### src/rtl/core/fen_position_parser_assert.svh
// assertion helpers shared by the parser modules
// each macro expects clk and arst_n in the enclosing scope
`ifndef FEN_POSITION_PARSER_ASSERT_SVH
`define FEN_POSITION_PARSER_ASSERT_SVH

// consequent must hold in the same cycle as the antecedent
`define FPP_ASSERT_NOW(label, ante, cons, msg) \
	label: assert property (@(posedge clk) disable iff (!arst_n) (ante) |-> (cons)) \
		else $error(msg);

// consequent must hold in the cycle after the antecedent
`define FPP_ASSERT_NEXT(label, ante, cons, msg) \
	label: assert property (@(posedge clk) disable iff (!arst_n) (ante) |=> (cons)) \
		else $error(msg);

`endif

### src/rtl/core/fpp_pkg.sv
package fpp_pkg;

	localparam int NUM_KINDS  = 6;
	localparam int NUM_BOARDS = 12;

	// ascii codes
	localparam logic [7:0] CH_SPACE   = 8'h20;
	localparam logic [7:0] CH_DASH    = 8'h2D;
	localparam logic [7:0] CH_SLASH   = 8'h2F;
	localparam logic [7:0] CH_0       = 8'h30;
	localparam logic [7:0] CH_1       = 8'h31;
	localparam logic [7:0] CH_8       = 8'h38;
	localparam logic [7:0] CH_9       = 8'h39;
	localparam logic [7:0] CH_UP_A    = 8'h41;
	localparam logic [7:0] CH_UP_K    = 8'h4B;
	localparam logic [7:0] CH_UP_Q    = 8'h51;
	localparam logic [7:0] CH_UP_Z    = 8'h5A;
	localparam logic [7:0] CH_LO_A    = 8'h61;
	localparam logic [7:0] CH_LO_B    = 8'h62;
	localparam logic [7:0] CH_LO_H    = 8'h68;
	localparam logic [7:0] CH_LO_K    = 8'h6B;
	localparam logic [7:0] CH_LO_N    = 8'h6E;
	localparam logic [7:0] CH_LO_P    = 8'h70;
	localparam logic [7:0] CH_LO_Q    = 8'h71;
	localparam logic [7:0] CH_LO_R    = 8'h72;
	localparam logic [7:0] CH_LO_W    = 8'h77;
	localparam logic [7:0] CASE_GAP   = 8'h20;

	// castling right bits
	localparam logic [3:0] CASTLE_WK = 4'b0001;
	localparam logic [3:0] CASTLE_WQ = 4'b0010;
	localparam logic [3:0] CASTLE_BK = 4'b0100;
	localparam logic [3:0] CASTLE_BQ = 4'b1000;

	// piece kinds
	localparam logic [2:0] KIND_PAWN   = 3'd0;
	localparam logic [2:0] KIND_KNIGHT = 3'd1;
	localparam logic [2:0] KIND_BISHOP = 3'd2;
	localparam logic [2:0] KIND_ROOK   = 3'd3;
	localparam logic [2:0] KIND_QUEEN  = 3'd4;
	localparam logic [2:0] KIND_KING   = 3'd5;

	// en-passant progress
	localparam logic [1:0] EP_NONE   = 2'd0;
	localparam logic [1:0] EP_FILE   = 2'd1;
	localparam logic [1:0] EP_DONE   = 2'd2;
	localparam logic [1:0] EP_CLOSED = 2'd3;

	typedef enum logic [1:0] {
		SEC_PLACE,
		SEC_SIDE,
		SEC_CASTLE,
		SEC_PASSANT
	} section_e_t;

	typedef enum logic [2:0] {
		OP_NONE,
		OP_SLASH,
		OP_SKIP,
		OP_PIECE,
		OP_SIDE,
		OP_CASTLE,
		OP_EP,
		OP_EP_CLOSE
	} op_code_t;

	// classified character handed from front to back
	typedef struct packed {
		op_code_t   code;
		logic [7:0] arg;
		logic       last;
	} op_t;

	typedef struct packed {
		logic [7:0] char_code;
		logic       last_char;
	} item_t;

	typedef struct packed {
		logic        piece_color;
		logic [2:0]  piece_kind;
		logic [63:0] piece_board;
		logic        white_to_move;
		logic [3:0]  castle_rights;
		logic        passant_valid;
		logic [5:0]  passant_square;
		logic [63:0] white_occupancy;
		logic [63:0] black_occupancy;
		logic [63:0] total_occupancy;
		logic        final_board;
	} result_t;

endpackage

### src/rtl/core/fpp_front.sv
module fpp_front import fpp_pkg::*; (
	input  logic  clk,
	input  logic  arst_n,
	input  logic  accept,
	input  item_t item,
	output logic  op_push,
	output op_t   op
);

	section_e_t section_q, section_d;
	logic [7:0] ch;
	logic [7:0] lower;
	logic       upper;
	logic       kind_ok;
	logic [2:0] kind;

	assign ch      = item.char_code;
	assign op_push = accept;

	always_comb begin
		upper   = ch inside {[CH_UP_A:CH_UP_Z]};
		lower   = upper ? ch + CASE_GAP : ch;
		kind_ok = 1'b1;
		case (lower)
			CH_LO_P: kind = KIND_PAWN;
			CH_LO_N: kind = KIND_KNIGHT;
			CH_LO_B: kind = KIND_BISHOP;
			CH_LO_R: kind = KIND_ROOK;
			CH_LO_Q: kind = KIND_QUEEN;
			CH_LO_K: kind = KIND_KING;
			default: begin
				kind    = KIND_PAWN;
				kind_ok = 1'b0;
			end
		endcase
	end

	always_comb begin
		section_d = section_q;
		op.code   = OP_NONE;
		op.arg    = '0;
		op.last   = item.last_char;
		if (ch == CH_SPACE) begin
			if (section_q != SEC_PASSANT) begin
				section_d = section_e_t'(section_q + 2'd1);
			end else begin
				op.code = OP_EP_CLOSE;
			end
		end else begin
			case (section_q)
				SEC_PLACE: begin
					if (ch == CH_SLASH) begin
						op.code = OP_SLASH;
					end else if (ch inside {[CH_0:CH_9]}) begin
						op.code = OP_SKIP;
						op.arg  = ch - CH_0;
					end else if (kind_ok) begin
						op.code = OP_PIECE;
						// white boards first, then black
						op.arg  = upper ? {5'd0, kind} : {5'd0, kind} + 8'(NUM_KINDS);
					end
				end
				SEC_SIDE: begin
					op.code = OP_SIDE;
					op.arg  = {7'd0, ch == CH_LO_W};
				end
				SEC_CASTLE: begin
					op.code = OP_CASTLE;
					case (ch)
						CH_UP_K: op.arg = {4'd0, CASTLE_WK};
						CH_UP_Q: op.arg = {4'd0, CASTLE_WQ};
						CH_LO_K: op.arg = {4'd0, CASTLE_BK};
						CH_LO_Q: op.arg = {4'd0, CASTLE_BQ};
						default: op.arg = '0;
					endcase
				end
				SEC_PASSANT: begin
					op.code = OP_EP;
					op.arg  = ch;
				end
				default: op.code = OP_NONE;
			endcase
		end
		if (item.last_char) begin
			section_d = SEC_PLACE;
		end
	end

	always_ff @(posedge clk or negedge arst_n) begin
		if (!arst_n) begin
			section_q <= SEC_PLACE;
		end else if (accept) begin
			section_q <= section_d;
		end
	end

endmodule

### src/rtl/core/fpp_fifo.sv
module fpp_fifo import fpp_pkg::*; #(
	parameter int DEPTH = 4
) (
	input  logic clk,
	input  logic arst_n,
	input  logic wr_en,
	input  op_t  wr_op,
	output logic full,
	input  logic rd_en,
	output op_t  rd_op,
	output logic avail
);

	localparam int AW = (DEPTH > 1) ? $clog2(DEPTH) : 1;
	localparam int CW = $clog2(DEPTH + 1);

	op_t           mem_q [DEPTH];
	logic [AW-1:0] wr_ptr_q;
	logic [AW-1:0] rd_ptr_q;
	logic [CW-1:0] count_q;

	assign full  = count_q == CW'(DEPTH);
	assign avail = count_q != '0;
	assign rd_op = mem_q[rd_ptr_q];

	always_ff @(posedge clk) begin
		if (wr_en) begin
			mem_q[wr_ptr_q] <= wr_op;
		end
	end

	always_ff @(posedge clk or negedge arst_n) begin
		if (!arst_n) begin
			wr_ptr_q <= '0;
			rd_ptr_q <= '0;
			count_q  <= '0;
		end else begin
			if (wr_en) begin
				wr_ptr_q <= (wr_ptr_q == AW'(DEPTH - 1)) ? '0 : wr_ptr_q + 1'b1;
			end
			if (rd_en) begin
				rd_ptr_q <= (rd_ptr_q == AW'(DEPTH - 1)) ? '0 : rd_ptr_q + 1'b1;
			end
			count_q <= count_q + CW'(wr_en) - CW'(rd_en);
		end
	end

`include "fen_position_parser_assert.svh"

	`FPP_ASSERT_NOW(a_no_read_empty, rd_en, avail, "queue read while empty")
	`FPP_ASSERT_NOW(a_count_bound, 1'b1, count_q <= CW'(DEPTH), "queue count overflow")

endmodule

### src/rtl/core/fpp_back.sv
module fpp_back import fpp_pkg::*; (
	input  logic    clk,
	input  logic    arst_n,
	input  op_t     op,
	input  logic    op_avail,
	output logic    op_take,
	output logic    empty,
	input  logic    pop,
	output result_t result
);

	// live position state
	logic [3:0]  rank_q, rank_d;
	logic [3:0]  file_q, file_d;
	logic [63:0] boards_q [NUM_BOARDS];
	logic [63:0] boards_d [NUM_BOARDS];
	logic [63:0] wocc_q, wocc_d;
	logic [63:0] bocc_q, bocc_d;
	logic        side_q, side_d;
	logic        side_seen_q, side_seen_d;
	logic [3:0]  castle_q, castle_d;
	logic [1:0]  ep_seen_q, ep_seen_d;
	logic [7:0]  ep_file_q, ep_file_d;
	logic [6:0]  ep_res_q, ep_res_d;

	// snapshot bank drained one board per cycle while the output register is free or popped
	logic [63:0] bank_board_q [NUM_BOARDS];
	logic [63:0] bank_wocc_q;
	logic [63:0] bank_bocc_q;
	logic        bank_side_q;
	logic [3:0]  bank_castle_q;
	logic [6:0]  bank_ep_q;
	logic        bank_valid_q;
	logic [3:0]  idx_q;

	result_t     out_q;
	logic        out_valid_q;

	logic [4:0]  fsum;
	logic [63:0] sq_bit;
	logic        on_board;
	logic [7:0]  ep_file_off;
	logic [7:0]  ep_rank_off;
	logic        load;
	logic [3:0]  kind_full;

	assign op_take = op_avail && (!op.last || !bank_valid_q);
	assign load    = bank_valid_q && (!out_valid_q || pop);
	assign empty   = !out_valid_q;
	assign result  = out_q;

	assign on_board    = !rank_q[3] && !file_q[3];
	assign sq_bit      = 64'd1 << {rank_q[2:0], file_q[2:0]};
	assign fsum        = {1'b0, file_q} + {1'b0, op.arg[3:0]};
	assign ep_file_off = ep_file_q - CH_LO_A;
	assign ep_rank_off = op.arg - CH_1;
	assign kind_full   = (idx_q >= 4'(NUM_KINDS)) ? idx_q - 4'(NUM_KINDS) : idx_q;

	always_comb begin
		rank_d      = rank_q;
		file_d      = file_q;
		boards_d    = boards_q;
		wocc_d      = wocc_q;
		bocc_d      = bocc_q;
		side_d      = side_q;
		side_seen_d = side_seen_q;
		castle_d    = castle_q;
		ep_seen_d   = ep_seen_q;
		ep_file_d   = ep_file_q;
		ep_res_d    = ep_res_q;
		case (op.code)
			OP_SLASH: begin
				rank_d = (rank_q == 4'd0 || rank_q > 4'd7) ? 4'd15 : rank_q - 4'd1;
				file_d = 4'd0;
			end
			OP_SKIP: begin
				file_d = (fsum > 5'd15) ? 4'd15 : fsum[3:0];
			end
			OP_PIECE: begin
				if (on_board) begin
					for (int i = 0; i < NUM_BOARDS; i++) begin
						if (op.arg[3:0] == 4'(i)) begin
							boards_d[i] = boards_q[i] | sq_bit;
						end
					end
					if (op.arg[3:0] < 4'(NUM_KINDS)) begin
						wocc_d = wocc_q | sq_bit;
					end else begin
						bocc_d = bocc_q | sq_bit;
					end
				end
				if (file_q != 4'd15) begin
					file_d = file_q + 4'd1;
				end
			end
			OP_SIDE: begin
				if (!side_seen_q) begin
					side_d      = op.arg[0];
					side_seen_d = 1'b1;
				end
			end
			OP_CASTLE: begin
				castle_d = castle_q | op.arg[3:0];
			end
			OP_EP: begin
				case (ep_seen_q)
					EP_NONE: begin
						if (op.arg == CH_DASH) begin
							ep_res_d  = '0;
							ep_seen_d = EP_CLOSED;
						end else begin
							ep_file_d = op.arg;
							ep_seen_d = EP_FILE;
						end
					end
					EP_FILE: begin
						if (ep_file_q inside {[CH_LO_A:CH_LO_H]} && op.arg inside {[CH_1:CH_8]}) begin
							ep_res_d = {1'b1, ep_rank_off[2:0], ep_file_off[2:0]};
						end
						ep_seen_d = EP_DONE;
					end
					default: ep_seen_d = ep_seen_q;
				endcase
			end
			OP_EP_CLOSE: begin
				ep_seen_d = EP_CLOSED;
			end
			default: rank_d = rank_q;
		endcase
	end

	always_ff @(posedge clk or negedge arst_n) begin
		if (!arst_n) begin
			rank_q      <= 4'd7;
			file_q      <= 4'd0;
			for (int i = 0; i < NUM_BOARDS; i++) begin
				boards_q[i] <= '0;
			end
			wocc_q      <= '0;
			bocc_q      <= '0;
			side_q      <= 1'b0;
			side_seen_q <= 1'b0;
			castle_q    <= '0;
			ep_seen_q   <= EP_NONE;
			ep_file_q   <= '0;
			ep_res_q    <= '0;
		end else if (op_take) begin
			if (op.last) begin
				rank_q      <= 4'd7;
				file_q      <= 4'd0;
				for (int i = 0; i < NUM_BOARDS; i++) begin
					boards_q[i] <= '0;
				end
				wocc_q      <= '0;
				bocc_q      <= '0;
				side_q      <= 1'b0;
				side_seen_q <= 1'b0;
				castle_q    <= '0;
				ep_seen_q   <= EP_NONE;
				ep_file_q   <= '0;
				ep_res_q    <= '0;
			end else begin
				rank_q      <= rank_d;
				file_q      <= file_d;
				boards_q    <= boards_d;
				wocc_q      <= wocc_d;
				bocc_q      <= bocc_d;
				side_q      <= side_d;
				side_seen_q <= side_seen_d;
				castle_q    <= castle_d;
				ep_seen_q   <= ep_seen_d;
				ep_file_q   <= ep_file_d;
				ep_res_q    <= ep_res_d;
			end
		end
	end

	// bank payload
	always_ff @(posedge clk) begin
		if (op_take && op.last) begin
			bank_board_q  <= boards_d;
			bank_wocc_q   <= wocc_d;
			bank_bocc_q   <= bocc_d;
			bank_side_q   <= side_d;
			bank_castle_q <= castle_d;
			bank_ep_q     <= ep_res_d;
		end
	end

	always_ff @(posedge clk or negedge arst_n) begin
		if (!arst_n) begin
			bank_valid_q <= 1'b0;
			idx_q        <= '0;
		end else begin
			if (load) begin
				if (idx_q == 4'(NUM_BOARDS - 1)) begin
					idx_q        <= '0;
					bank_valid_q <= 1'b0;
				end else begin
					idx_q <= idx_q + 4'd1;
				end
			end
			if (op_take && op.last) begin
				bank_valid_q <= 1'b1;
			end
		end
	end

	// output register
	always_ff @(posedge clk) begin
		if (load) begin
			out_q.piece_color     <= idx_q >= 4'(NUM_KINDS);
			out_q.piece_kind      <= kind_full[2:0];
			out_q.piece_board     <= bank_board_q[idx_q];
			out_q.white_to_move   <= bank_side_q;
			out_q.castle_rights   <= bank_castle_q;
			out_q.passant_valid   <= bank_ep_q[6];
			out_q.passant_square  <= bank_ep_q[6] ? bank_ep_q[5:0] : 6'd0;
			out_q.white_occupancy <= bank_wocc_q;
			out_q.black_occupancy <= bank_bocc_q;
			out_q.total_occupancy <= bank_wocc_q | bank_bocc_q;
			out_q.final_board     <= idx_q == 4'(NUM_BOARDS - 1);
		end
	end

	always_ff @(posedge clk or negedge arst_n) begin
		if (!arst_n) begin
			out_valid_q <= 1'b0;
		end else if (load) begin
			out_valid_q <= 1'b1;
		end else if (pop) begin
			out_valid_q <= 1'b0;
		end
	end

`include "fen_position_parser_assert.svh"

	`FPP_ASSERT_NOW(a_bank_free, op_take && op.last, !bank_valid_q, "bank overwritten")
	`FPP_ASSERT_NOW(a_idx_range, 1'b1, idx_q < 4'(NUM_BOARDS), "board index out of range")
	`FPP_ASSERT_NEXT(a_final_tag, load && idx_q == 4'(NUM_BOARDS - 1), out_q.final_board && !bank_valid_q, "final result not tagged")
	`FPP_ASSERT_NOW(a_idle_idx, !bank_valid_q, idx_q == 4'd0, "index not rewound")

endmodule

### src/rtl/core/fen_position_parser.sv
// fen position parser: takes a position string one character per transaction
// on the item port (push/full) and, on the character marked last_char, gives
// twelve result transactions on the result port (empty/pop), white pawn
// through white king, then black pawn through black king; each carries one
// board plus the side to move, castling rights, en-passant square and the
// occupancy unions, and the twelfth has final_board set. the front classifies
// each character against the current field (split at spaces) and drops it
// into a DEPTH-entry queue; the back applies one queued transaction per cycle to
// the position state while the result bank is free or the transaction is not
// a last character. the last character copies the finished position into a
// result bank and clears the state, so the next string is parsed while the
// bank drains one board per cycle through the output register whenever that
// register is empty or being popped. rate: one character per cycle while the
// queue has room; a last character waits in the queue until the previous
// string's bank has moved its twelfth board into the output register.
module fen_position_parser import fpp_pkg::*; #(
	parameter int DEPTH = 4
) (
	input  logic    clk,
	input  logic    arst_n,
	// character transactions
	input  logic    push,
	output logic    full,
	input  item_t   item,
	// result transactions
	output logic    empty,
	input  logic    pop,
	output result_t result
);

	logic accept;
	logic op_push;
	op_t  op_in;
	op_t  op_out;
	logic op_avail;
	logic op_take;

	// a character is taken whenever the queue has room
	assign accept = push && !full;

	// field tracking and character classification
	fpp_front u_front (
		.clk     (clk),
		.arst_n  (arst_n),
		.accept  (accept),
		.item    (item),
		.op_push (op_push),
		.op      (op_in)
	);

	// decouples classification from the position update
	fpp_fifo #(
		.DEPTH (DEPTH)
	) u_fifo (
		.clk    (clk),
		.arst_n (arst_n),
		.wr_en  (op_push),
		.wr_op  (op_in),
		.full   (full),
		.rd_en  (op_take),
		.rd_op  (op_out),
		.avail  (op_avail)
	);

	// position state, result bank and output register
	fpp_back u_back (
		.clk      (clk),
		.arst_n   (arst_n),
		.op       (op_out),
		.op_avail (op_avail),
		.op_take  (op_take),
		.empty    (empty),
		.pop      (pop),
		.result   (result)
	);

endmodule
### config.mk
export PLATFORM = sky130hd
export DESIGN_NAME = fen_position_parser
export DESIGN_NICKNAME = d
export VERILOG_FILES = /design/src/rtl/core/fpp_pkg.sv /design/src/rtl/core/fpp_front.sv /design/src/rtl/core/fpp_fifo.sv /design/src/rtl/core/fpp_back.sv /design/src/rtl/core/fen_position_parser.sv
export VERILOG_INCLUDE_DIRS = /design/src /design/src/rtl/core
export SDC_FILE = /design/constraint.sdc
export NUM_CORES = 2
export LEC_CHECK = 0
export BUFFER_PORTS_ARGS = -buffer_cell sky130_fd_sc_hd__buf_4
export CAP_MARGIN = 20
export CORE_MARGIN = 5
export CORE_UTILIZATION = 62
export DETAILED_ROUTE_END_ITERATION = 6
export GPL_ROUTABILITY_DRIVEN = 0
export HOLD_SLACK_MARGIN = 0.08
export PLACE_DENSITY_LB_ADDON = 0.2
export SYNTH_ARGS = -nofsm -noshare
export SYNTH_HDL_FRONTEND = slang
export SYNTH_HIERARCHICAL = 1
export SYNTH_SLANG_ARGS = --single-unit
### constraint.sdc
create_clock -name clk -period 35.6 [get_ports clk]
set_clock_uncertainty 0.05 [all_clocks]
set_input_delay 7.12 -clock clk [delete_from_list [all_inputs] [get_ports clk]]
set_output_delay 7.12 -clock clk [all_outputs]
set_load 0.05 [all_outputs]
== Word level (Yosys, flattened, before mapping) ==
Memory sizes are Yosys's and may differ from the RTL's.
Cells that the tools add are included.

* RAM bits: 48
* Memories kept: 1
* Bits in registers: 2,123
* Word-level logic and storage cells: 272

* Equality and inequality tests: 45
* Bitwise operators: 17
* Reduce and logical (&&, ||, !) cells: 43
* Muxes and demuxes: 80
* $add $sub $neg: 15
* Shifts and indexed selects: 1
* Magnitude comparators: 13

{| class="wikitable"
|+ Memories
! memory !! depth !! bits a word !! read ports !! clocked after memory_dff !! wr ports !! RTL line !! text
|-
| u_fifo.mem_q || 4 || 12 || 1 || 0 || 1 || fpp_fifo.sv:17 || <nowiki>op_t mem_q [DEPTH];</nowiki>
|}

{| class="wikitable"
|+ Operators with widths
! operator !! number
|-
| 2-to-1 mux 768 bit || 3
|-
| 2-to-1 mux 64 bit || 22
|-
| bitwise OR 64 bit || 15
|-
| binary-select mux 64 bit (select 4 bit) || 1
|-
| equality test 8 x 7 -> 1 bit, second input constant || 11
|-
| 2-to-1 mux 8 bit || 8
|-
| << shifter 1 x 6 -> 64 bit, first input constant || 1
|-
| one-hot mux 11 bit (4 select lines) || 1
|-
| 2-to-1 mux 4 bit || 9
|-
| 2-to-1 mux 7 bit || 4
|-
| equality test 8 x 6 -> 1 bit, second input constant || 3
|-
| equality test 4 bit, second input constant || 5
|-
| 2-to-1 mux 10 bit || 2
|-
| nonzero test 2 bit || 9
|-
| equality test 4 x 3 -> 1 bit, second input constant || 4
|-
| >= comparator 8 x 6 -> 1 bit, second input constant || 2
|-
| >= comparator 8 x 7 -> 1 bit, second input constant || 2
|-
| less-or-equal comparator 8 x 6 -> 1 bit, second input constant || 2
|-
| less-or-equal comparator 8 x 7 -> 1 bit, second input constant || 2
|-
| 2-to-1 mux 2 bit || 8
|-
| one-hot mux 4 bit (4 select lines) || 1
|-
| equality test 3 bit, second input constant || 5
|-
| one-hot mux 3 bit (5 select lines) || 1
|-
| one-hot mux 7 bit (2 select lines) || 1
|-
| 44 further kinds || 92
|}

== Logic depth before layout (Yosys ltp) ==
* Depth after elaboration: 12
* Gate-level depth with buffers: 12

== Cells and area by module ==
Netlist, hierarchy kept.

{| class="wikitable"
|+ Modules (own cells, without submodules)
! module !! times used !! seq. area each (um^2) !! area an instance (um^2) !! cells an instance
|-
| fpp_back || 1 || 58,815.2 || 84,527.3 || 6,253
|-
| fpp_fifo || 1 || 1,616.6 || 2,172.1 || 99
|-
| fpp_front || 1 || 50.0 || 917.1 || 126
|-
| fen_position_parser || 1 || 0.0 || 13.8 || 1
|}

== Worst setup path after synthesis ==
No wires, ideal clock.

* Path type: reg2reg
* Start: register u_fifo.rd_ptr_q[0]
* End: register u_back/bank_board_q[0] in the netlist's numbering, enable pin
* Slack: 7,493 ps
* Required time: 33,924 ps
* Stages on the path, launching flop included: 11
* Path buffers: 4
* Arrival time: 26,431 ps
* Cells stage by stage: dfrtp_1 -> buf_6 -> buf_12 -> mux4_2 -> nand2_1 -> nand2_1 -> inv_2 -> nand2_1 -> inv_2 -> buf_2 -> clkbuf_1

{| class="wikitable"
|+ RTL lines
! item !! RTL line !! text
|-
| start, declared || fpp_fifo.sv:19 || <nowiki>logic [AW-1:0] rd_ptr_q;</nowiki>
|-
| start signal, assigned || fpp_fifo.sv:42 || <nowiki>rd_ptr_q <= (rd_ptr_q == AW'(DEPTH - 1)) ? '0 : rd_ptr_q + 1'b1;</nowiki>
|-
| end signal, assigned || fpp_back.sv:181 || <nowiki>bank_board_q <= boards_d;</nowiki>
|-
| end, declared || fpp_back.sv:27 || <nowiki>logic [63:0] bank_board_q [NUM_BOARDS];</nowiki>
|}

==> impl_results.md <==
- DRC Markers: 4
- #FFs+latches synth: 2171
- Cts hold-fix bufs: 0
- First-pass DRT Iterations: 7
- Leading cell type in the layout, fill and taps excluded: edfxtp_1
- Root Driver: clkbuf_16
- Vias in the first global route: 53900
- Yosys warns: 6
- Clock network fraction of total power: between 20% and 30%
- Final Hold Fails: 0
- Switching part of the total: 35.8%
- Num CTS Buffers: 206
- Remaining antenna violation count after routing: 0
- Worst Setup End Kind: asynchronous set/reset pin
- CP top delay family: buffers and inverters
- Routed len/inst: 25.4 um
- Rel. slew slack: 17.3%
- Syn_nets: 6535
- Final HPWL DP: 123 mm
- Peak supply drop: 74.6 uV
- Post-synth top area cell: edfxtp_1
- Worst Path Arrival: 10.48 ns
- Pins Over Slew Limit: 0
- Distinct cell type count after synthesis: 89
- # IOs: 288
- CTS H-tree lvls: 4
- Via density: 6.37
- Psw: around 3.1 mW
- Final setup fails: 0
- Critical path type: input port to asynchronous set/reset pin
- Mapped cell area: 87600 sq um
- Max clock buf depth: 3
- Global-route wire length before repair: 333 mm
- Vias after detailed routing: approximately 55000
- Total die area: 149000 sq um
- Clk sinks: 2171
- Drt initial violations: 6554
- TritonCTS clock tree: yes
- Max-cap viol count: 0
- Crit path max fanout: 160
- Main flop type after synthesis: edfxtp_1
- Largest net degree at the start of global routing: 174
- Setup TNS: 0 ns
- Seq pwr share: between 40% and 50%
- Cell Pwr Density: 89.6 nW/um^2
- Highest Clock Rate: 103 MHz
- Fillcell total: 9456
- Final Cycle Share: 27.3%
- Post-CTS sizing: 0
- Total grt overflow: 0
- Power Total: 8.79 mW
- Die Y: 386 um
- Syn_area_per_cell: 13.5 sq um
- Leakage Power: 44.6 nW
- R2R setup slack: 27.24 ns
- Final min period: 9.72 ns
- Layout cells sized above 1: about 16%
- Most frequent cells in the layout: 1229 x edfxtp_1, 992 x nor2_1, 935 x dfrtp_1
- Synth top area share: 42.1%
- CP cell instances: buf_8 -> buf_4 -> buf_4 -> buf_12
- Setup Buffers After CTS: 0
- Required time of the critical path: 36.36 ns
- Initial antenna violation count: 10
- Post-Synthesis Cells: between 6000 and 7000
- Crit path max-delay cell type: buf_4
- Area grow syn2layout: 12.0%
- RSZ-0062 raised after global routing: false
- Final net count: 6635
- Core Rows: 138
- Buffers on Ports: 287
- Worst hold path type: register to register
- Pint: 5.64 mW
- Worst setup SP type: input port
- Crit-path max cell delay: slightly above 0.8 ns
- Combinational Power Share: between 30 and 40%
- GRT Resource Usage Total: 29.7%
- Die width: 386 um
- Total wire length: 220 mm
- Status: finished, violations left
- CP dominant cell by count: buf_4
- Async SR Flop Fraction: 43.4%
- Bufs and invs on worst path: 4
- Ranking of synthesized cells by area: edfxtp_1 42%, dfrtp_1 27%, a21o_1 5.3%
- Worst slew pin tran: 1.24 ns
- Core area: around 140000 sq um
- Number of synthesized flops with an enable pin: ~1200
- Skew-Pair Late Insertion Delay: 0.87 ns
- Failing checks: design-rule violations
- Initial Utilization: 62.1%
- Clock slew seen by the registers of the worst setup and hold paths: about 0.060 ns
- Register area share after synthesis: 69.0%
[worst register-to-register path, stage by stage, from the launching register on]
cell	delay (ns)
dfrtp_1	0.87
mux4_2	0.73
nand2_1	0.16
nand2_4	0.26
inv_2	0.86
nand2_1	0.69
inv_8	0.82
buf_4	0.83
buf_4	0.84
buf_4	1.00
buf_4	0.82
[synth_stat cells (all sizes together), types with 67 or more instances]
cell and number:
a21o 624, a21oi 909, buf 275, clkbuf 245
dfrtp 939, edfxtp 1229, mux4 204, nand2 169
nor2 1011, o21ai 102, o21bai 282, or2 67
[power groups by stage]
stage	Combinational, mW	Clock (mW)	Sequential, mW
2_1_floorplan	1.34	0	4.89
3_3_place_gp	2.60	0	3.91
3_5_place_dp	2.63	0	3.94
4_1_cts	2.64	2.27	3.90
5_1_grt	2.79	2.39	3.96
6_report	2.65	2.25	3.89
[stage by stage]
stage | hold WS [ns] | area [sq um] | std cells | util (%) | setup WS [ns]
after floorplan | 0.350 | 87600 | 6479 | - | 7.49
after global placement | 0.373 | 90800 | 8243 | 64.4 | 25.09
after detailed placement | 0.355 | 90900 | 8250 | 64.5 | 24.98
after CTS | 0.373 | 98000 | 8641 | 69.5 | 25.88
after global routing | 0.396 | 98100 | 8652 | 69.5 | 25.48
final | 0.376 | 98100 | 8653 | 69.5 | 25.88
[worst paths after layout]
check | startpoint | to | depth (start not counted)
min in group asynchronous | arst_n | u_front/section_q[0]$_DFFE_PN0P_ | 1
worst max-delay path | arst_n | u_back/boards_q[215]$_DFFE_PN0P_ | 4
max in group clk | pop | u_back/result[23]$_DFFE_PP_ | 6
worst max register to register | u_fifo/rd_ptr_q[0]$_DFFE_PN0P_ | u_back/bank_board_q[624]$_DFFE_PP_ | 10
worst min register to register | u_back/bank_bocc_q[14]$_DFFE_PP_ | u_back/result[79]$_DFFE_PP_ | 0
worst min-delay path | u_back/bank_bocc_q[14]$_DFFE_PP_ | u_back/result[79]$_DFFE_PP_ | 0
[sequential cells by signal (all words and copies together), names as in the netlist, 7 cells and up]
signal               count
u_back/bank_board_q    768
u_back/boards_q        768
u_back/result          273
u_back/bank_bocc_q      64
u_back/bank_wocc_q      64
u_back/bocc_q           64
u_back/wocc_q           64
u_fifo/mem_q            48
u_back/ep_file_q         8
u_back/bank_ep_q         7
u_back/ep_res_q          7
[logic make-up (layout without fill, tap and decap cells)]
kind of cell    after synthesis  count (layout)  synth area share [%]
simple gates               1440            1440                  7.18
buf+inv                     560             843                  2.83
xor+xnor                      6               6                0.0600
other cells                   0               1                     0
compound gates             1985            1985                  14.2
flops                      2171            2171                  69.0
fa+ha+maj                    43              43                 0.631
mux                         274             274                  6.07
[per-layer routing]
| metal | vias to the layer above | GRT usage, % | share of wire, % |
|---|---|---|---|
| li1 | 23700 | - | - |
| met1 | 28200 | 43.2 | 40 |
| met2 | 2794 | 45.9 | 47 |
| met3 | 411 | 6.46 | 10 |
| met4 | 0 | 9.46 | 3.1 |
| met5 | - | 0 | 0 |
[area by class of cell]
type	count	area, sq um	area share, %
Clock buffer	287	5790	5.90
Timing Repair Buffer	412	3230	3.29
Antenna cell	1	2.50	0.00255
Multi-Input combinational cell	3748	24800	25.3
Inverter	40	165	0.168
Clock inverter	104	1260	1.29
Tap cell	1890	2360	2.41
Sequential cell	2171	60500	61.7
Power figures use the tool's default switching activity.
